<file path="src/sv/tcgr_pkg.sv">
// Shared constants, codes and structs of the text console glyph renderer.
// No dependencies; imported by every module of the block but tcgr_ram.
package tcgr_pkg;

   // console geometry (COLUMNS must be a power of two)
   localparam int COLUMNS      = 128;
   localparam int ROWS         = 48;
   localparam int GLYPH_HEIGHT = 16;
   localparam int GLYPH_COUNT  = 256;

   localparam int COL_W    = $clog2(COLUMNS);
   localparam int ROW_W    = $clog2(ROWS);
   localparam int J_W      = $clog2(GLYPH_HEIGHT);
   localparam int K_W      = $clog2(ROWS + 1);
   localparam int FONT_DEPTH = GLYPH_COUNT * 16;
   localparam int FONT_AW  = $clog2(FONT_DEPTH);

   localparam int PIX_W    = 10;
   localparam int OFS_W    = 14;
   localparam int CELL_W   = OFS_W - 1;
   localparam int COLOR_W  = 32;
   localparam int REQ_W    = 128;
   localparam int RSP_W    = 112;
   localparam int USER_W   = 3;

   // commands
   localparam logic [2:0] CMD_PRINT  = 3'd0;
   localparam logic [2:0] CMD_ERASE  = 3'd1;
   localparam logic [2:0] CMD_DRAW   = 3'd2;
   localparam logic [2:0] CMD_OFFSET = 3'd3;
   localparam logic [2:0] CMD_HIDDEN = 3'd4;
   localparam logic [2:0] CMD_CLEAR  = 3'd5;
   localparam logic [2:0] CMD_LOAD   = 3'd6;

   // result kinds
   localparam logic [2:0] KIND_GLYPH  = 3'd0;
   localparam logic [2:0] KIND_MASK   = 3'd1;
   localparam logic [2:0] KIND_SCROLL = 3'd2;
   localparam logic [2:0] KIND_CLEAR  = 3'd3;
   localparam logic [2:0] KIND_NONE   = 3'd4;

   // control characters
   localparam logic [7:0] CH_BACKSPACE = 8'd8;
   localparam logic [7:0] CH_NEWLINE   = 8'd10;
   localparam logic [7:0] CH_RETURN    = 8'd13;
   localparam logic [7:0] CH_SPACE     = 8'd32;

   // register indexes
   localparam logic REG_CARET_COLOR  = 1'b0;
   localparam logic REG_SCROLL_LINES = 1'b1;

   localparam logic [COLOR_W-1:0] CARET_COLOR_RESET  = 32'h00FF003C;
   localparam logic [5:0]         SCROLL_LINES_RESET = 6'd5;

   localparam logic [7:0] BOX_EDGE = 8'hFF;
   localparam logic [7:0] BOX_SIDE = 8'h81;

   // request payload, last field in the low bits
   typedef struct packed {
      logic [5:0]         pad;
      logic [7:0]         font_bits;
      logic [11:0]        font_address;
      logic               hide_cursor;
      logic [OFS_W-1:0]   cursor_offset;
      logic [COLOR_W-1:0] glyph_bg;
      logic [COLOR_W-1:0] fg_color;
      logic [5:0]         y_override;
      logic               y_valid;
      logic [6:0]         x_override;
      logic               x_valid;
      logic [7:0]         char_code;
   } req_data_type;

   // response payload, last field in the low bits
   typedef struct packed {
      logic [5:0]         pad;
      logic [OFS_W-1:0]   offset_now;
      logic [COLOR_W-1:0] back_color;
      logic [COLOR_W-1:0] paint_color;
      logic [7:0]         row_bits;
      logic [PIX_W-1:0]   pixel_y;
      logic [PIX_W-1:0]   pixel_x;
   } rsp_data_type;

   typedef enum logic [1:0] {SEG_NONE, SEG_BOX, SEG_GLYPH} seg_kind_type;
   typedef enum logic [1:0] {TAIL_NONE, TAIL_SCROLL, TAIL_CLEAR, TAIL_NODRAW} tail_type;

   typedef struct packed {
      logic [COL_W-1:0] col;
      logic [ROW_W-1:0] row;
      logic             hidden;
   } cursor_type;

   // one run of GLYPH_HEIGHT rows
   typedef struct packed {
      seg_kind_type       kind;
      logic [COL_W-1:0]   col;
      logic [ROW_W-1:0]   row;
      logic [7:0]         code;
      logic [COLOR_W-1:0] paint;
      logic [COLOR_W-1:0] back;
   } seg_type;

   // everything one command turns into
   typedef struct packed {
      seg_type          seg1;
      seg_type          seg2;
      tail_type         tail;
      logic [K_W-1:0]   k;
      cursor_type       next;
      logic [OFS_W-1:0] offset;
      logic             font_we;
   } plan_type;

   // one result on its way to the output
   typedef struct packed {
      logic [2:0]         kind;
      logic [PIX_W-1:0]   px;
      logic [PIX_W-1:0]   py;
      logic               use_ram;
      logic [7:0]         bits;
      logic [COLOR_W-1:0] paint;
      logic [COLOR_W-1:0] back;
      logic [OFS_W-1:0]   offset;
      logic               last;
   } issue_type;

endpackage

</file>
<file path="src/sv/tcgr_out.sv">
// Result path: a stage aligned with the font read, then the output register
// that holds a result until the transfer completes. Depends on tcgr_pkg.
module tcgr_out (
   input  logic                   clock,
   input  logic                   reset,
   input  logic                   issue_valid,
   input  tcgr_pkg::issue_type    issue,
   output logic                   issue_ready,
   input  logic [7:0]             ram_rdata,
   output logic                   rsp_tvalid,
   input  logic                   rsp_tready,
   output logic [2:0]             rsp_kind,
   output tcgr_pkg::rsp_data_type rsp_data,
   output logic                   rsp_last
);
   import tcgr_pkg::*;

   logic         s2_valid_ff, s2_valid_in;
   issue_type    s2_ff;
   logic         out_valid_ff, out_valid_in;
   logic [2:0]   kind_ff;
   rsp_data_type data_ff, data_in;
   logic         last_ff;
   logic         out_free, s2_move, issue_fire;

   assign out_free    = !out_valid_ff || rsp_tready;
   assign s2_move     = s2_valid_ff && out_free;
   assign issue_ready = !s2_valid_ff || out_free;
   assign issue_fire  = issue_valid && issue_ready;

   always_comb begin
      s2_valid_in = issue_fire ? 1'b1 : (s2_move ? 1'b0 : s2_valid_ff);
      out_valid_in = s2_move ? 1'b1 : (rsp_tready ? 1'b0 : out_valid_ff);
      data_in             = '0;
      data_in.pixel_x     = s2_ff.px;
      data_in.pixel_y     = s2_ff.py;
      data_in.row_bits    = s2_ff.use_ram ? ram_rdata : s2_ff.bits;
      data_in.paint_color = s2_ff.paint;
      data_in.back_color  = s2_ff.back;
      data_in.offset_now  = s2_ff.offset;
   end

   always_ff @(posedge clock) begin
      if (issue_fire) begin
         s2_ff <= issue;
      end
      if (s2_move) begin
         kind_ff <= s2_ff.kind;
         data_ff <= data_in;
         last_ff <= s2_ff.last;
      end
      if (reset) begin
         s2_valid_ff  <= 1'b0;
         out_valid_ff <= 1'b0;
      end else begin
         s2_valid_ff  <= s2_valid_in;
         out_valid_ff <= out_valid_in;
      end
   end

   assign rsp_tvalid = out_valid_ff;
   assign rsp_kind   = kind_ff;
   assign rsp_data   = data_ff;
   assign rsp_last   = last_ff;
endmodule

</file>
<file path="config.mk">
export PLATFORM = sky130hd
export DESIGN_NAME = tcgr_out
export DESIGN_NICKNAME = d
export VERILOG_FILES = /design/src/sv/tcgr_pkg.sv /design/src/sv/tcgr_out.sv
export SDC_FILE = /design/constraint.sdc
export NUM_CORES = 1
export LEC_CHECK = 0
export BUFFER_PORTS_ARGS = -buffer_cell sky130_fd_sc_hd__buf_2
export CAP_MARGIN = 25
export CORE_MARGIN = 1.5
export CORE_UTILIZATION = 41
export CTS_CLUSTER_DIAMETER = 50
export DETAILED_ROUTE_END_ITERATION = 7
export PLACE_DENSITY = 0.7
export SLEW_MARGIN = 20
export SYNTH_ARGS = -nofsm -noshare
export SYNTH_HDL_FRONTEND = slang
export SYNTH_SLANG_ARGS = --single-unit
</file>
<file path="constraint.sdc">
create_clock -name clock -period 3.8 [get_ports clock]
set_input_delay 0.57 -clock clock [delete_from_list [all_inputs] [get_ports clock]]
set_output_delay 0.57 -clock clock [all_outputs]
set_load 0.01 [all_outputs]
</file>
==> run metrics <==
post-DR wirelength/cell ~16 um; GPL Wtd Cong 0.7049; P_int roughly 4.6 mW; CP bufs+invs 1; layout cell share with drive strength beyond 1 approximately 54%; Synth Area per Inst 27.94 um2; worst-margin pin slew 0.6744 ns; core area 0.01652 mm2; vias in the first global route around 3300; pre-CTS WS 1.554 ns; commonest non-fill, non-tap cells in the layout buf_2 (234), edfxtp_1 (221), clkbuf_16 (25), mux2_4 (8), bufinv_16 (7); maxcap violations 0; Final Cell Area 0.009271 mm2; Sw Pwr approximately 1.1 mW; fin cells roughly 750; die width between 100 and 150 um; # clock sinks 223; clock share of power ~46%; Yosys reg bits between 200 and 250; CP max-delay cell and2_4; Final min period about 1.9 ns; final worst setup slack around 1.9 ns; global-route wire length before repair about 17000 um; maximum clock path buffer count 3; GRT Residual Overflow 0; clock root buffer clkbuf_16; data required time of the critical path slightly below 4 ns; Fmax 539.1 MHz; crit path max fanout 49; 1st-pass router iterations 4; CTS tree built; Area contributors post-synth edfxtp_1 (96%), mux2_4 (1.7%), buf_4 (0.65%), dfxtp_1 (0.58%), and2_1 (0.18%); H-tree Lvls 1; critical-path cell list nand2b_1, and2_4, buf_4; Yosys top cell area share between 90% and 100%; hold buffer count at cts 0; Final #Nets ~630; CTS buffer count 24; worst path arrival time roughly 2.0 ns; largest net degree at the start of global routing 63; logic gate share of total power between 3 and 4%; Die H about 130 um; Total Routed Length between 10000 and 15000 um; buffers added on ports around 230; Synth Instances between 200 and 250; initial antenna violation count 0; Max-slew headroom between 50% and 60%; post-layout power approximately 5.7 mW; total power divided by cell area ~620 mW/mm2; Syn Std Cell Area roughly 0.0069 mm2; Placed Cells approximately 700; maximum VDD drop 413.8 uV; Tot GR Track Use about 13%; fillcell total 1281; startpoint types register; clk_lat worst skew 0.49 ns; kind of critical path register to register; postcts setup bufs 0; fin. max-slew vios 0; Setup violations, final 0; drt drc 0; TNS Setup 0 ns; RSZ-0062 raised after global routing false; Worst-path clk slew approximately 0.060 ns; CP peak stage delay ~0.6 ns; Ys Warns 0; post-cts gate resize count 0; Fin. Hold Viols 0; Starting Density a little over two fifths; Min-Delay Path Class input pin to register; die area between 0.015 and 0.02 mm2; commonest non-fill, non-tap cell in the layout buf_2; Crit. End Element register; Area after DPL between 0.008 and 0.009 mm2; Layout Skew 0.01256 ns; static leakage 3.624 nW; library cells used by synthesis 11; switch share between 15 and 20%; sequential fraction of the synthesis area between 90% and 100%; Antenna Nets Post-Route 0; P&R area growth vs syn 34.36%; outcome finished clean; Detailed Route Iter0 Violations around 180; Tcrit/Tclk final between 40% and 50%; vias ~3300; Detailed Place HPWL between 8000 and 9000 um; Top delay family on crit path simple AND/OR/NAND/NOR gates; vias per inst 4.359; antenna fix cells 0; IO Pins 241; post-synth top area cell edfxtp_1; Std-Cell Rows between 40 and 50; register share of total power between 50% and 60%
## through the flow
step,hold WS (ns),util [%]
finish,0.2377,56.11
global route,0.2230,56.11
CTS,0.2176,56.11
detailed placement,0.4045,50.53
global placement,0.4002,50.53
floorplan,0.4003,-
## power by group through the flow
stage	Sequential (mW)	Clock [mW]	Combinational, mW
after CTS	2.89	2.66	0.225
after floorplan	2.97	0	0.0602
after detailed placement	2.94	0	0.224
after global routing	2.90	2.76	0.240
final	2.89	2.59	0.220
after global placement	2.94	0	0.219
## final cells by class
class / count / area [um2] / share of cell area, %
clock buffers: 28 / 636.9 / 6.869
repair buffers: 237 / 1206 / 13.01
inverters: 2 / 7.507 / 0.08097
well taps: 220 / 275.3 / 2.969
multi-input cells: 20 / 183.9 / 1.984
flip-flops and latches: 223 / 6676 / 72.01
clock inverters: 16 / 285.3 / 3.077
## cells in the mapped netlist
cell and count:
edfxtp_1 221, mux2_4 8, buf_4 6, a21oi_1 2, and2_1 2, dfxtp_1 2, inv_1 2, buf_6 1
conb_1 1, nand2b_1 1, nand3b_1 1
## cells by family after synthesis
| family | share of synthesized area (%) |
|---|---|
| other cells | 0.05434 |
| mux | 1.741 |
| flops | 96.75 |
| buf+inv | 0.9247 |
| compound gates | 0.1451 |
| simple gates | 0.3808 |
## flip-flops by register name, indices dropped and copies added, names as in the netlist
signal       count
rsp_tvalid       1
rsp_kind         3
rsp_last         1
s2_valid_ff      1
s2_ff           13
data_in         98
rsp_data       106
## per-layer routing
| metal | vias up | track usage (%) | share of wire (%) |
|---|---|---|---|
| met2 | 173 | 20.07 | 47 |
| met4 | 0 | 6.532 | 4.0 |
| li1 | 1502 | - | - |
| met1 | 1538 | 16.16 | 40 |
| met5 | - | 0 | 0 |
| met3 | 39 | 3.563 | 8.3 |
## final timing paths
check	startpoint	end	slack [ns]	cells past startpoint
setup / recovery	rsp_tvalid	rsp_data[105]	1.94	3
hold / removal	reset	s2_valid_ff	0.24	2
setup reg to reg	rsp_tvalid	rsp_data[105]	1.94	3
hold reg to reg	data_in[81]	rsp_data[81]	0.41	0
Power figures use the tool's default switching activity.
