===== src/sv/tcgr_pkg.sv =====
// Shared constants, codes and structs of the text console glyph renderer.
// No dependencies; imported by every module of the block but tcgr_ram.
package tcgr_pkg;

   // console geometry (COLUMNS must be a power of two)
   localparam int COLUMNS      = 128;
   localparam int ROWS         = 48;
   localparam int GLYPH_HEIGHT = 16;
   localparam int GLYPH_COUNT  = 256;

   localparam int COL_W    = $clog2(COLUMNS);
   localparam int ROW_W    = $clog2(ROWS);
   localparam int J_W      = $clog2(GLYPH_HEIGHT);
   localparam int K_W      = $clog2(ROWS + 1);
   localparam int FONT_DEPTH = GLYPH_COUNT * 16;
   localparam int FONT_AW  = $clog2(FONT_DEPTH);

   localparam int PIX_W    = 10;
   localparam int OFS_W    = 14;
   localparam int CELL_W   = OFS_W - 1;
   localparam int COLOR_W  = 32;
   localparam int REQ_W    = 128;
   localparam int RSP_W    = 112;
   localparam int USER_W   = 3;

   // commands
   localparam logic [2:0] CMD_PRINT  = 3'd0;
   localparam logic [2:0] CMD_ERASE  = 3'd1;
   localparam logic [2:0] CMD_DRAW   = 3'd2;
   localparam logic [2:0] CMD_OFFSET = 3'd3;
   localparam logic [2:0] CMD_HIDDEN = 3'd4;
   localparam logic [2:0] CMD_CLEAR  = 3'd5;
   localparam logic [2:0] CMD_LOAD   = 3'd6;

   // result kinds
   localparam logic [2:0] KIND_GLYPH  = 3'd0;
   localparam logic [2:0] KIND_MASK   = 3'd1;
   localparam logic [2:0] KIND_SCROLL = 3'd2;
   localparam logic [2:0] KIND_CLEAR  = 3'd3;
   localparam logic [2:0] KIND_NONE   = 3'd4;

   // control characters
   localparam logic [7:0] CH_BACKSPACE = 8'd8;
   localparam logic [7:0] CH_NEWLINE   = 8'd10;
   localparam logic [7:0] CH_RETURN    = 8'd13;
   localparam logic [7:0] CH_SPACE     = 8'd32;

   // register indexes
   localparam logic REG_CARET_COLOR  = 1'b0;
   localparam logic REG_SCROLL_LINES = 1'b1;

   localparam logic [COLOR_W-1:0] CARET_COLOR_RESET  = 32'h00FF003C;
   localparam logic [5:0]         SCROLL_LINES_RESET = 6'd5;

   localparam logic [7:0] BOX_EDGE = 8'hFF;
   localparam logic [7:0] BOX_SIDE = 8'h81;

   // request payload, last field in the low bits
   typedef struct packed {
      logic [5:0]         pad;
      logic [7:0]         font_bits;
      logic [11:0]        font_address;
      logic               hide_cursor;
      logic [OFS_W-1:0]   cursor_offset;
      logic [COLOR_W-1:0] glyph_bg;
      logic [COLOR_W-1:0] fg_color;
      logic [5:0]         y_override;
      logic               y_valid;
      logic [6:0]         x_override;
      logic               x_valid;
      logic [7:0]         char_code;
   } req_data_type;

   // response payload, last field in the low bits
   typedef struct packed {
      logic [5:0]         pad;
      logic [OFS_W-1:0]   offset_now;
      logic [COLOR_W-1:0] back_color;
      logic [COLOR_W-1:0] paint_color;
      logic [7:0]         row_bits;
      logic [PIX_W-1:0]   pixel_y;
      logic [PIX_W-1:0]   pixel_x;
   } rsp_data_type;

   typedef enum logic [1:0] {SEG_NONE, SEG_BOX, SEG_GLYPH} seg_kind_type;
   typedef enum logic [1:0] {TAIL_NONE, TAIL_SCROLL, TAIL_CLEAR, TAIL_NODRAW} tail_type;

   typedef struct packed {
      logic [COL_W-1:0] col;
      logic [ROW_W-1:0] row;
      logic             hidden;
   } cursor_type;

   // one run of GLYPH_HEIGHT rows
   typedef struct packed {
      seg_kind_type       kind;
      logic [COL_W-1:0]   col;
      logic [ROW_W-1:0]   row;
      logic [7:0]         code;
      logic [COLOR_W-1:0] paint;
      logic [COLOR_W-1:0] back;
   } seg_type;

   // everything one command turns into
   typedef struct packed {
      seg_type          seg1;
      seg_type          seg2;
      tail_type         tail;
      logic [K_W-1:0]   k;
      cursor_type       next;
      logic [OFS_W-1:0] offset;
      logic             font_we;
   } plan_type;

   // one result on its way to the output
   typedef struct packed {
      logic [2:0]         kind;
      logic [PIX_W-1:0]   px;
      logic [PIX_W-1:0]   py;
      logic               use_ram;
      logic [7:0]         bits;
      logic [COLOR_W-1:0] paint;
      logic [COLOR_W-1:0] back;
      logic [OFS_W-1:0]   offset;
      logic               last;
   } issue_type;

endpackage


===== src/sv/tcgr_seq.sv =====
// Sequencer: holds the cursor and current plan, walks its row runs, issues
// a result and a font read per cycle unless stalled. Depends on tcgr_pkg.
module tcgr_seq (
   input  logic                             clock,
   input  logic                             reset,
   input  logic                             accept,
   input  tcgr_pkg::plan_type               plan,
   input  logic                             issue_ready,
   output logic                             idle,
   output tcgr_pkg::cursor_type             cursor,
   output logic                             issue_valid,
   output tcgr_pkg::issue_type              issue,
   output logic                             ram_re,
   output logic [tcgr_pkg::FONT_AW-1:0]     ram_raddr
);
   import tcgr_pkg::*;

   typedef enum logic [1:0] {ST_IDLE, ST_SEG1, ST_SEG2, ST_TAIL} state_type;

   state_type        state_ff, state_in;
   logic [J_W-1:0]   j_ff, j_in;
   cursor_type       cur_ff, cur_in;
   plan_type         plan_ff, plan_in;
   seg_type          seg;
   logic             j_last, box_edge, fire;
   issue_type        iss;

   assign issue_valid = (state_ff != ST_IDLE);
   assign idle        = (state_ff == ST_IDLE);
   assign fire        = issue_valid && issue_ready;

   // result of the current step
   always_comb begin
      seg      = (state_ff == ST_SEG2) ? plan_ff.seg2 : plan_ff.seg1;
      j_last   = (j_ff == J_W'(GLYPH_HEIGHT - 1));
      box_edge = (j_ff == '0) || j_last;
      iss        = '0;
      iss.offset = plan_ff.offset;
      case (state_ff)
         ST_SEG1, ST_SEG2: begin
            iss.kind    = (seg.kind == SEG_GLYPH) ? KIND_GLYPH : KIND_MASK;
            iss.px      = PIX_W'(int'(seg.col) * 8);
            iss.py      = PIX_W'(int'(seg.row) * GLYPH_HEIGHT + int'(j_ff));
            iss.use_ram = (seg.kind == SEG_GLYPH);
            iss.bits    = box_edge ? BOX_EDGE : BOX_SIDE;
            iss.paint   = seg.paint;
            iss.back    = seg.back;
            iss.last    = j_last && (plan_ff.tail == TAIL_NONE) &&
                          ((state_ff == ST_SEG2) || (plan_ff.seg2.kind == SEG_NONE));
         end
         ST_TAIL: begin
            iss.last = 1'b1;
            case (plan_ff.tail)
               TAIL_SCROLL: begin
                  iss.kind = KIND_SCROLL;
                  iss.py   = PIX_W'(int'(plan_ff.k) * GLYPH_HEIGHT);
                  iss.bits = 8'(plan_ff.k);
               end
               TAIL_CLEAR: iss.kind = KIND_CLEAR;
               default:    iss.kind = KIND_NONE;
            endcase
         end
         default: iss.use_ram = 1'b0;
      endcase
   end

   assign issue     = iss;
   assign ram_re    = fire;
   assign ram_raddr = FONT_AW'(int'(seg.code) * 16 + int'(j_ff));
   assign cursor    = cur_ff;

   always_comb begin
      state_in = state_ff;
      j_in     = j_ff;
      cur_in   = cur_ff;
      plan_in  = plan_ff;
      case (state_ff)
         ST_IDLE: begin
            if (accept) begin
               plan_in  = plan;
               cur_in   = plan.next;
               j_in     = '0;
               state_in = (plan.seg1.kind != SEG_NONE) ? ST_SEG1 : ST_TAIL;
            end
         end
         ST_SEG1: begin
            if (fire) begin
               if (j_last) begin
                  j_in = '0;
                  if (plan_ff.seg2.kind != SEG_NONE) begin
                     state_in = ST_SEG2;
                  end else if (plan_ff.tail != TAIL_NONE) begin
                     state_in = ST_TAIL;
                  end else begin
                     state_in = ST_IDLE;
                  end
               end else begin
                  j_in = j_ff + 1'b1;
               end
            end
         end
         ST_SEG2: begin
            if (fire) begin
               if (j_last) begin
                  j_in     = '0;
                  state_in = (plan_ff.tail != TAIL_NONE) ? ST_TAIL : ST_IDLE;
               end else begin
                  j_in = j_ff + 1'b1;
               end
            end
         end
         ST_TAIL: begin
            if (fire) begin
               state_in = ST_IDLE;
            end
         end
         default: state_in = ST_IDLE;
      endcase
   end

   always_ff @(posedge clock) begin
      plan_ff <= plan_in;
      if (reset) begin
         state_ff <= ST_IDLE;
         j_ff     <= '0;
         cur_ff   <= '0;
      end else begin
         state_ff <= state_in;
         j_ff     <= j_in;
         cur_ff   <= cur_in;
      end
   end
endmodule


===== config.mk =====
export PLATFORM = sky130hd
export DESIGN_NAME = tcgr_seq
export DESIGN_NICKNAME = d
export VERILOG_FILES = /design/src/sv/tcgr_pkg.sv /design/src/sv/tcgr_seq.sv
export SDC_FILE = /design/constraint.sdc
export NUM_CORES = 1
export LEC_CHECK = 0
export ABC_AREA = 0
export BUFFER_PORTS_ARGS = -buffer_cell sky130_fd_sc_hd__buf_2
export CAP_MARGIN = 30
export CORE_ASPECT_RATIO = 1.4
export CORE_MARGIN = 10
export CORE_UTILIZATION = 40
export CTS_BUF_LIST = sky130_fd_sc_hd__clkbuf_8
export DETAILED_ROUTE_END_ITERATION = 8
export GPL_TIMING_DRIVEN = 0
export PLACE_DENSITY_LB_ADDON = 0.05
export SYNTH_ARGS = -nofsm -noshare
export SYNTH_HDL_FRONTEND = slang
export SYNTH_SLANG_ARGS = --single-unit

===== constraint.sdc =====
create_clock -name clock -period 6.3 [get_ports clock]
set_clock_uncertainty 0.15 [all_clocks]
set_input_delay 0.315 -clock clock [delete_from_list [all_inputs] [get_ports clock]]
set_output_delay 0.315 -clock clock [all_outputs]
set_load 0.01 [all_outputs]

==> metrics.md <==
| Metric | Value |
|---|---|
| Critical path class | register to output pin |
| Mean Syn Cell Area | about 16 µm² |
| WL per Instance | ~19 µm |
| Outcome | finished, final reports clean |
| Min cycle time layout | 3.06 ns |
| Crit path arrival time | 2.60 ns |
| Gpl congestion | 0.777 |
| Part of the Yosys area used for sequential elements | around 73% |
| First-pass GRT wire length | ~40,000 µm |
| Maxcap violations | 0 |
| Post-DP HPWL | roughly 18,000 µm |
| Placed cells | roughly 1.2k |
| Yosys reg bits | approximately 220 |
| CTS tree | yes |
| I/O Pins | roughly 360 |
| DRC Markers | 0 |
| Post-synthesis cell area | approximately 8700 µm² |
| Final setup viols | 0 |
| Hold_sp | accept |
| Core area | roughly 21,000 µm² |
| Detailed Routing Iterations Pass 1 | 4 |
| Hold Path Stages | 4 |
| Clock network power share | a little over a fifth |
| Die height | roughly 190 µm |
| Vias per inst | ~4.6 |
| Top cell type by total area after synthesis | edfxtp_1 |
| Reg power frac | approximately two fifths |
| Top cells by area, synth | edfxtp_1, mux2i_1, nor2b_1 |
| Worst skew pair latency | around 0.51 ns |
| Initial antenna violation count | 2 |
| FF-to-FF path depth | 6 |
| Nets | approximately 1.4k |
| Non-Filler Instances | 1,439 |
| Layout overhead on the synthesized area | 56.1% |
| Hold Vio Cnt, Final | 0 |
| Critical path capture point type | output pin |
| Reg2reg end | plan_ff[134] |
| Most used DFF post-synth | edfxtp_1 |
| EDFF count, synth | 196 |
| Die Area | 28,000 µm² |
| Min-delay worst type | input pin to register |
| R2r startpoint | state_ff[0] |
| Largest net degree at the start of global routing | between 100 and 150 |
| Slew Limit Fails | 0 |
| Flop2flop setup slack | 3.55 ns |
| CTS max path bufs | 3 |
| Initial Utilization | roughly two fifths |
| TritonCTS Buffers | 36 |
| Slew HR | about 56% |
| Clock root buffer | clkbuf_8 |
| Synthesized netlist cell count | 555 |
| Chip Width | approximately 140 µm |
| Fmax | 327 MHz |
| Hold EP | cursor[0] |
| Hold Buf Count CTS | approximately 210 |
| Setup TNS | 0 ns |
| RSZ-0062 raised after global routing | no |
| CP startpoint kind | register |
| H-tree depth | 2 |
| Core Rows | 63 |
| Net Sw Frac | ~34% |
| Int Power | 3470 µW |
| PnR Total Power | around 5300 µW |
| Post-route ant nets | 0 |
| Clock slew seen by the registers of the worst setup and hold paths | approximately 0.060 ns |
| Combinational power share | between 30 and 40% |
| Psw | approximately 1800 µW |
| Most frequent cells after synthesis | edfxtp_1, mux2i_1, nor2b_1 |
| Drt total wl | 26,700 µm |
| Synth top area share | between 60% and 70% |
| Yosys warns | 0 |
| Crit Path Max Fanout | 10 |
| Via count of the first global-routing pass | approximately 7.5k |
| Most common cell in the netlist | edfxtp_1 |
| Async SR Flop Fraction | 0% |
| Synth unique cells | 42 |
| Critical Path RT | just under 6 ns |
| Maximum VDD drop | approximately 230 µV |
| Global route overflow | 0 |
| Gr usage total | 18.4% |
| Sink Count | about 220 |
| Port Buffers | 350 |
| Initial drt markers | between 200 and 250 |
| Post-CTS setup buffer count | 0 |
| Post-CTS sizing | 0 |
| Core Util, Final | 63.6% |
| Via count | between 6k and 7k |
| Power per cell area | 391 nW/µm² |
| P_leak | 0.00573 µW |
| Tightest Pin Transition | between 0.6 and 0.7 ns |
| Share of layout cells above drive strength 1 | between 30 and 40% |
| Final Cycle Share | about half |
## stage by stage
step                      hold WS [ns]  setup WS (ns)  area [µm²]
after floorplan                  0.264           3.36        8670
after global placement           0.290           2.79       10800
after detailed placement         0.297           3.53       10800
after CTS                       0.0773           3.16       13500
after global routing             0.128           3.02       13500
final                            0.109           3.24       13500
## worst max-delay path: stages (launching register included)
cell	delay [ns]
dfxtp_1	0.38
inv_1	0.10
ha_1	0.30
clkbuf_8	0.19
buf_2	0.25
clkbuf_1	0.43
nor2b_1	0.26
buf_2	0.17
## logic make-up after synthesis
kind of cell,synth area share (%)
simple gates,9.05
flops,72.5
compound gates,2.82
other cells,0.0433
mux,10.3
fa+ha+maj,1.44
buf+inv,3.83
## power by group through the flow
stage | registers, µW | logic [µW] | clock network (µW)
after global routing | 2120 | 2300 | 1210
after detailed placement | 2120 | 2020 | 0
final | 2090 | 2100 | 1110
after CTS | 2090 | 2140 | 1150
after global placement | 2120 | 1980 | 0
after floorplan | 2110 | 1210 | 0
## how the worst max path moves through the flow
stage | start | endpoint | slack [ns] | depth (start not counted)
after floorplan | state_ff[0] | issue[10] | 3.36 | 5
after global placement | state_ff[0] | issue[2] | 2.79 | 5
after detailed placement | state_ff[1] | issue[1] | 3.53 | 6
after CTS | state_ff[1] | issue[69] | 3.16 | 7
after global routing | state_ff[1] | issue[69] | 3.02 | 7
final | state_ff[1] | issue[69] | 3.24 | 7
## cell type report
class / instances / area [µm²]
Multi-Input combinational cell: 288 / 2060
Tap cell: 260 / 325
Fill cell: 1615 / 7750
Antenna cell: 2 / 5.00
Buffer: 42 / 298
Sequential cell: 216 / 6290
Clock inverter: 18 / 75.1
Inverter: 11 / 41.3
Clock buffer: 40 / 551
Timing Repair Buffer: 562 / 3890
## cell usage in the layout (no fill, tap or decap), drive strengths merged, types with 10 or more instances in the layout
cell	synthesis	routed
dfxtp	20	20
nand2	49	49
nor2b	75	75
o21ai	12	12
clkbuf	8	48
inv	11	20
edfxtp	196	196
dlygate4sd3	0	211
ha	10	10
a21oi	18	18
mux2i	79	79
buf	34	385
## per-layer routing
layer  share of wire (%)  vias to the layer above  track usage [%]  wire (µm)
li1                    -                     3188                -          -
met1                  34                     3097             18.4       9060
met2                  54                      259             33.6      14400
met3                 9.7                       47             6.84       2590
met4                 2.5                        0             6.25        669
met5                   0                        -                0          0
## registers in the layout, indices dropped and copies added, names as in the netlist
signal    flops
state_ff      2
plan_ff     182
issue        14
cursor       14
j_ff          4
(Power assumes the default switching activity.)
