File: src/sv/tcgr_pkg.sv
// Shared constants, codes and structs of the text console glyph renderer.
// No dependencies; imported by every module of the block but tcgr_ram.
package tcgr_pkg;

   // console geometry (COLUMNS must be a power of two)
   localparam int COLUMNS      = 128;
   localparam int ROWS         = 48;
   localparam int GLYPH_HEIGHT = 16;
   localparam int GLYPH_COUNT  = 256;

   localparam int COL_W    = $clog2(COLUMNS);
   localparam int ROW_W    = $clog2(ROWS);
   localparam int J_W      = $clog2(GLYPH_HEIGHT);
   localparam int K_W      = $clog2(ROWS + 1);
   localparam int FONT_DEPTH = GLYPH_COUNT * 16;
   localparam int FONT_AW  = $clog2(FONT_DEPTH);

   localparam int PIX_W    = 10;
   localparam int OFS_W    = 14;
   localparam int CELL_W   = OFS_W - 1;
   localparam int COLOR_W  = 32;
   localparam int REQ_W    = 128;
   localparam int RSP_W    = 112;
   localparam int USER_W   = 3;

   // commands
   localparam logic [2:0] CMD_PRINT  = 3'd0;
   localparam logic [2:0] CMD_ERASE  = 3'd1;
   localparam logic [2:0] CMD_DRAW   = 3'd2;
   localparam logic [2:0] CMD_OFFSET = 3'd3;
   localparam logic [2:0] CMD_HIDDEN = 3'd4;
   localparam logic [2:0] CMD_CLEAR  = 3'd5;
   localparam logic [2:0] CMD_LOAD   = 3'd6;

   // result kinds
   localparam logic [2:0] KIND_GLYPH  = 3'd0;
   localparam logic [2:0] KIND_MASK   = 3'd1;
   localparam logic [2:0] KIND_SCROLL = 3'd2;
   localparam logic [2:0] KIND_CLEAR  = 3'd3;
   localparam logic [2:0] KIND_NONE   = 3'd4;

   // control characters
   localparam logic [7:0] CH_BACKSPACE = 8'd8;
   localparam logic [7:0] CH_NEWLINE   = 8'd10;
   localparam logic [7:0] CH_RETURN    = 8'd13;
   localparam logic [7:0] CH_SPACE     = 8'd32;

   // register indexes
   localparam logic REG_CARET_COLOR  = 1'b0;
   localparam logic REG_SCROLL_LINES = 1'b1;

   localparam logic [COLOR_W-1:0] CARET_COLOR_RESET  = 32'h00FF003C;
   localparam logic [5:0]         SCROLL_LINES_RESET = 6'd5;

   localparam logic [7:0] BOX_EDGE = 8'hFF;
   localparam logic [7:0] BOX_SIDE = 8'h81;

   // request payload, last field in the low bits
   typedef struct packed {
      logic [5:0]         pad;
      logic [7:0]         font_bits;
      logic [11:0]        font_address;
      logic               hide_cursor;
      logic [OFS_W-1:0]   cursor_offset;
      logic [COLOR_W-1:0] glyph_bg;
      logic [COLOR_W-1:0] fg_color;
      logic [5:0]         y_override;
      logic               y_valid;
      logic [6:0]         x_override;
      logic               x_valid;
      logic [7:0]         char_code;
   } req_data_type;

   // response payload, last field in the low bits
   typedef struct packed {
      logic [5:0]         pad;
      logic [OFS_W-1:0]   offset_now;
      logic [COLOR_W-1:0] back_color;
      logic [COLOR_W-1:0] paint_color;
      logic [7:0]         row_bits;
      logic [PIX_W-1:0]   pixel_y;
      logic [PIX_W-1:0]   pixel_x;
   } rsp_data_type;

   typedef enum logic [1:0] {SEG_NONE, SEG_BOX, SEG_GLYPH} seg_kind_type;
   typedef enum logic [1:0] {TAIL_NONE, TAIL_SCROLL, TAIL_CLEAR, TAIL_NODRAW} tail_type;

   typedef struct packed {
      logic [COL_W-1:0] col;
      logic [ROW_W-1:0] row;
      logic             hidden;
   } cursor_type;

   // one run of GLYPH_HEIGHT rows
   typedef struct packed {
      seg_kind_type       kind;
      logic [COL_W-1:0]   col;
      logic [ROW_W-1:0]   row;
      logic [7:0]         code;
      logic [COLOR_W-1:0] paint;
      logic [COLOR_W-1:0] back;
   } seg_type;

   // everything one command turns into
   typedef struct packed {
      seg_type          seg1;
      seg_type          seg2;
      tail_type         tail;
      logic [K_W-1:0]   k;
      cursor_type       next;
      logic [OFS_W-1:0] offset;
      logic             font_we;
   } plan_type;

   // one result on its way to the output
   typedef struct packed {
      logic [2:0]         kind;
      logic [PIX_W-1:0]   px;
      logic [PIX_W-1:0]   py;
      logic               use_ram;
      logic [7:0]         bits;
      logic [COLOR_W-1:0] paint;
      logic [COLOR_W-1:0] back;
      logic [OFS_W-1:0]   offset;
      logic               last;
   } issue_type;

endpackage

File: src/sv/tcgr_plan.sv
// Command decode: turns one request and the cursor into a plan of row runs,
// a closing operation and the new cursor. Depends on tcgr_pkg.
module tcgr_plan (
   input  logic [2:0]                   command,
   input  tcgr_pkg::req_data_type       req,
   input  tcgr_pkg::cursor_type         cur,
   input  logic [tcgr_pkg::COLOR_W-1:0] caret_color,
   input  logic [5:0]                   scroll_lines,
   output tcgr_pkg::plan_type           plan
);
   import tcgr_pkg::*;

   logic [COL_W-1:0]   col0, col_bs, cell_col;
   logic [ROW_W-1:0]   row0, cell_row;
   logic [COL_W:0]     col1;
   logic [ROW_W:0]     row1;
   logic [K_W-1:0]     k;
   logic [CELL_W-1:0]  slot, slot_hi;
   logic [7:0]         code_mod;
   logic [COLOR_W-1:0] draw_paint;
   seg_type            box_cur;
   plan_type           p;

   always_comb begin
      col0 = req.x_valid ?
             ((int'(req.x_override) > COLUMNS - 1) ? COL_W'(COLUMNS - 1)
                                                   : COL_W'(req.x_override))
             : cur.col;
      row0 = req.y_valid ?
             ((int'(req.y_override) > ROWS - 1) ? ROW_W'(ROWS - 1)
                                                : ROW_W'(req.y_override))
             : cur.row;
      col_bs = (col0 != '0) ? col0 - 1'b1 : '0;
      code_mod = (int'(req.char_code) >= GLYPH_COUNT) ?
                 8'(int'(req.char_code) - GLYPH_COUNT) : req.char_code;

      // zero acts as one, more than the screen acts as the screen
      if (scroll_lines == '0) begin
         k = K_W'(1);
      end else if (int'(scroll_lines) > ROWS) begin
         k = K_W'(ROWS);
      end else begin
         k = K_W'(scroll_lines);
      end

      slot     = req.cursor_offset[OFS_W-1:1];
      slot_hi  = slot >> COL_W;
      cell_col = slot[COL_W-1:0];
      cell_row = (int'(slot_hi) > ROWS - 1) ? ROW_W'(ROWS - 1) : ROW_W'(slot_hi);

      draw_paint = cur.hidden ? '0 : caret_color;

      box_cur       = '0;
      box_cur.kind  = SEG_BOX;
      box_cur.col   = cur.col;
      box_cur.row   = cur.row;

      col1 = '0;
      row1 = '0;

      p        = '0;
      p.seg1.kind = SEG_NONE;
      p.seg2.kind = SEG_NONE;
      p.tail   = TAIL_NONE;
      p.k      = k;
      p.next   = cur;

      case (command)
         CMD_PRINT: begin
            col1 = {1'b0, col0};
            row1 = {1'b0, row0};
            case (req.char_code)
               CH_NEWLINE: begin
                  col1 = '0;
                  row1 = row1 + 1'b1;
               end
               CH_RETURN: begin
                  col1 = '0;
               end
               CH_BACKSPACE: begin
                  // erase box, step back, paint a space there
                  p.seg1.kind = SEG_BOX;
                  p.seg1.col  = col0;
                  p.seg1.row  = row0;
                  p.seg2.kind = SEG_GLYPH;
                  p.seg2.col  = col_bs;
                  p.seg2.row  = row0;
                  p.seg2.code = CH_SPACE;
                  p.seg2.paint = req.fg_color;
                  p.seg2.back  = req.glyph_bg;
                  col1 = {1'b0, col_bs};
               end
               default: begin
                  p.seg1.kind  = SEG_GLYPH;
                  p.seg1.col   = col0;
                  p.seg1.row   = row0;
                  p.seg1.code  = code_mod;
                  p.seg1.paint = req.fg_color;
                  p.seg1.back  = req.glyph_bg;
                  col1 = col1 + 1'b1;
               end
            endcase
            // wrap past the last column
            if (int'(col1) >= COLUMNS) begin
               col1 = '0;
               row1 = row1 + 1'b1;
            end
            // scroll past the last row
            if (int'(row1) >= ROWS) begin
               p.tail = TAIL_SCROLL;
               row1 = (row1 >= (ROW_W+1)'(k)) ? row1 - (ROW_W+1)'(k) : '0;
               if (int'(row1) > ROWS - 1) begin
                  row1 = (ROW_W+1)'(ROWS - 1);
               end
               col1 = '0;
            end
            p.next.col = COL_W'(col1);
            p.next.row = ROW_W'(row1);
         end
         CMD_ERASE: begin
            p.seg1 = box_cur;
         end
         CMD_DRAW: begin
            p.seg1       = box_cur;
            p.seg1.paint = draw_paint;
         end
         CMD_OFFSET: begin
            p.seg1       = box_cur;
            p.seg2.kind  = SEG_BOX;
            p.seg2.col   = cell_col;
            p.seg2.row   = cell_row;
            p.seg2.paint = draw_paint;
            p.next.col   = cell_col;
            p.next.row   = cell_row;
         end
         CMD_HIDDEN: begin
            p.next.hidden = req.hide_cursor;
            p.seg1        = box_cur;
            p.seg1.paint  = req.hide_cursor ? '0 : caret_color;
         end
         CMD_CLEAR: begin
            p.next.col = '0;
            p.next.row = '0;
            p.tail     = TAIL_CLEAR;
         end
         CMD_LOAD: begin
            p.font_we = (int'(req.font_address) < FONT_DEPTH);
         end
         default: begin
            p.font_we = 1'b0;
         end
      endcase

      if (p.seg1.kind == SEG_NONE && p.tail == TAIL_NONE) begin
         p.tail = TAIL_NODRAW;
      end

      p.offset = OFS_W'((int'(p.next.row) * COLUMNS + int'(p.next.col)) * 2);
   end

   assign plan = p;
endmodule

File: config.mk
export PLATFORM = sky130hd
export DESIGN_NAME = tcgr_plan
export DESIGN_NICKNAME = d
export VERILOG_FILES = /design/src/sv/tcgr_pkg.sv /design/src/sv/tcgr_plan.sv
export SDC_FILE = /design/constraint.sdc
export NUM_CORES = 1
export LEC_CHECK = 0
export BUFFER_PORTS_ARGS = -buffer_cell sky130_fd_sc_hd__buf_2
export CORE_AREA = 2 2 154 156
export DETAILED_ROUTE_END_ITERATION = 10
export DIE_AREA = 0 0 156 158
export GPL_ROUTABILITY_DRIVEN = 0
export PLACE_DENSITY = 0.41
export SETUP_SLACK_MARGIN = 0.1
export SLEW_MARGIN = 40
export SYNTH_ARGS = -nofsm -noshare
export SYNTH_HDL_FRONTEND = slang
export SYNTH_SLANG_ARGS = --single-unit
export TNS_END_PERCENT = 100
File: constraint.sdc
create_clock -name vclk -period 9.1
set_input_delay 0.91 -clock vclk [all_inputs]
set_output_delay 0.91 -clock vclk [all_outputs]
set_load 0.01 [all_outputs]
==> results.yml <==
outcome:
  status: "finished, final reports clean"
timing:
  fin_crit_ns: 6.322
  min_period_over_period: 0.6948
  tns_ns: 0
  grt_setup_unrepaired: "false"
  worst_slack_ns: 2.778
  timing.fmax_mhz: 158.2
  drv_slew: 0
  timing.slew.headroom: 0.4902
  setup_viol: 0
  worst_pin_slew_ns: 0.7435
  hold_violations: 0
die:
  design.core.area_um2: 23050
  die-area_um2: 24650
  die_w_um: 156
  initial_utilization: 0.1493
  ios: 394
  rows: 56
  fp.dieH_um: 158
logic_synthesis:
  synthMuxAreaShare: 0.04255
  synth_simple_gate_area_frac: 0.3542
  yosysWarnings: 0
  synth_top_family_by_area: "compound AO/OA/AOI/OAI gates"
  synthXorXnorAreaFrac: 0.05055
  syn_area_per_cell_um2: 6.492
  synthCells: 530
  synth-adder-area-share: 0.04582
  syn_area_um2: 3441
  synth_compound_area_frac: 0.3887
  synth.distinct_cells: 66
  ys_seq_area_frac: 0
global_route:
  antenna_found_initial: 1
  track_usage: 0.1448
  grt_max_degree: 69
  grt_pass1_wl_um: 27950
  grt_overflow: 0
  first_global_vias: 4693
pwr:
  power.total_mw: 0.2551
  p_leak_nw: 3.150
  power_frac_comb: 1.000
  max-vdd-ir-drop_mv: 0.01161
  intPower_mw: 0.1055
  power_density_nw_per_um2: 47.11
  clkPwrFrac: 0
  p_seq_frac: 0
  p_switching_mw: 0.1496
  swShare: 0.5863
final_layout:
  clockBufferCount: 0
  syn2layout_area_growth_pct: 57.38
  stdcell_area_um2: 5415
  final_cell_count_no_fill: 1134
  nets: 1041
  post_route_cells_drive_above_1_share: 0.4668
  regArea_um2: 0
  n_antenna_cell: 0
  design.seq.count: 0
worst_setup_path:
  path_delay_family: "compound AO/OA/AOI/OAI gates"
  worst_path_most_repeated_cell: "ha_1"
  crit_chain: "buf_2 > and2_1 > o22ai_2 > inv_1 > ha_1 > mux2_2 > ha_1 > and3_1 > or2_2 > inv_1 > ha_1 > nor2b_1 > o21ai_0 > a21boi_0 > o21a_1 > or2_2 > a211o_1 > o2bb2a_1 > o221ai_1 > buf_2"
  critPathKind: "input port to output pin"
  max_stage_delay_ns: 0.34
  crit_fanout: 5
  critPathRequiredTime_ns: 8.19
  start_kind: "input port"
  crit_path_end_kind: "output pin"
  slowest_stage: "o21ai_0"
  critPathBufInv: 4
  cp.arrival_ns: 5.41
detailed_routing:
  vias: 5236
  wl_um: 20320
  avgViaCountPerCell: 4.617
  wire_per_inst_um: 17.92
  route.antenna.remaining_nets: 0
  remaining_drc_errors: 0
  drt_pass1_iterations: 4
  drtIter0Drc: 269
place:
  hpwl_um: 16860
  port_buffers: 359
  place_area_um2: 5415
  pre_cts_ws_ns: 2.774
  dp_cells: 1134
worst_hold_path:
  worstHoldPathType: "input port to output pin"
job:
  drv_cap: 0
clock_network:
  postCtsSetupRepairBufs: 0
  postCtsHoldBufs: 0
  postCtsResizedCells: 0
==> synth_stat cells (2+ instances only) <==
library cell | count | area, um2
a2111oi_0 | 2 | 17.52
a32oi_1 | 2 | 17.52
a21oi_1 | 20 | 100.1
nand3b_1 | 3 | 22.52
o21ai_0 | 33 | 165.2
mux2i_1 | 9 | 90.09
mux2_2 | 4 | 45.04
xnor2_1 | 13 | 113.9
nor2_1 | 36 | 135.1
buf_4 | 23 | 172.7
a21o_1 | 3 | 22.52
o221ai_1 | 4 | 35.03
a211oi_1 | 2 | 15.01
nor3_2 | 2 | 20.02
o211ai_1 | 7 | 52.55
nor3_1 | 10 | 50.05
nand3_1 | 7 | 35.03
o22ai_2 | 4 | 50.05
ha_1 | 11 | 137.6
o31ai_1 | 4 | 30.03
a22o_1 | 54 | 473.0
clkbuf_1 | 36 | 135.1
xor2_1 | 5 | 43.79
inv_1 | 20 | 75.07
nor3b_1 | 4 | 30.03
o21a_1 | 5 | 37.54
buf_1 | 3 | 11.26
o21ai_1 | 3 | 15.01
a22oi_1 | 14 | 105.1
nor2b_1 | 7 | 43.79
a211o_1 | 4 | 35.03
and3_1 | 43 | 269.0
and2_1 | 37 | 231.5
a21boi_0 | 5 | 37.54
nand2_1 | 46 | 172.7
nand2b_1 | 8 | 50.05
nand4_1 | 5 | 31.28
or2_2 | 4 | 25.02
==> final timing paths <==
check | from | to | slack (ns) | cells past startpoint
max | req[21] | plan[19] | 2.78 | 20
min | scroll_lines[4] | plan[33] | 2.06 | 2
==> layout by cell type (no fill, tap or decap), types with 4 or more instances in the layout <==
cell      Yosys  final
o21ai_0      33     32
a211o_1       4      4
nand2_1      46     46
o211ai_1      7      7
a21boi_0      5      5
and3_1       43     43
a22o_1       54     54
buf_2         1    359
o31ai_1       4      4
a21oi_1      20     19
buf_4        23     11
ha_1         11     11
xor2_1        5      5
mux2_2        4      4
xnor2_1      13     13
or2_2         4      4
nand3_1       7      7
inv_1        20     19
nor2_1       36     36
o221ai_1      4      4
conb_1        1      8
nor3_2        2      4
mux2i_1       9      9
nor2b_1       7      7
nand2b_1      8      8
o21a_1        5      5
o21ai_1       3      4
and2_1       37     37
o22ai_2       4      4
nor3b_1       4      4
nor3_1       10      8
nand4_1       5      5
a22oi_1      14     14
==> metal layers <==
metal	share of wire	wire length [um]	GRT usage	vias up
li1	-	-	-	2567
met1	0.47	9590	0.2157	2430
met2	0.47	9613	0.2389	225
met3	0.048	976	0.01040	12
met4	0.0060	121	0.006116	2
met5	0.00079	16	0	-
==> kinds of logic after synthesis <==
logic type / count (synthesis)
other: 1
adder cells (fa/ha/maj): 12
AO/OA/AOI/OAI: 180
buffers and inverters: 84
AND/OR/NAND/NOR: 220
XOR/XNOR: 19
multiplexers: 14
==> area by class of cell <==
class / count / area, um2
inverter: 21 / 78.83
tap: 290 / 362.8
multi-input combinational: 453 / 3094
timing repair buffer: 370 / 1879
fill: 2640 / 17640
==> power groups by stage <==
stage                     Clock (mW)  Combinational (mW)  Sequential [mW]
after global placement             0               0.255                0
after CTS                          0               0.256                0
after detailed placement           0               0.255                0
final                              0               0.255                0
after floorplan                    0               0.147                0
after global routing               0               0.280                0
==> stage by stage <==
stage          utilization  hold WS, ns
5_1_grt             0.2349        2.084
2_1_floorplan            -        1.922
3_3_place_gp        0.2346        2.060
4_1_cts             0.2349        2.068
6_report            0.2349        2.064
3_5_place_dp        0.2349        2.067
No activity file was read; power rests on OpenSTA's default activity.
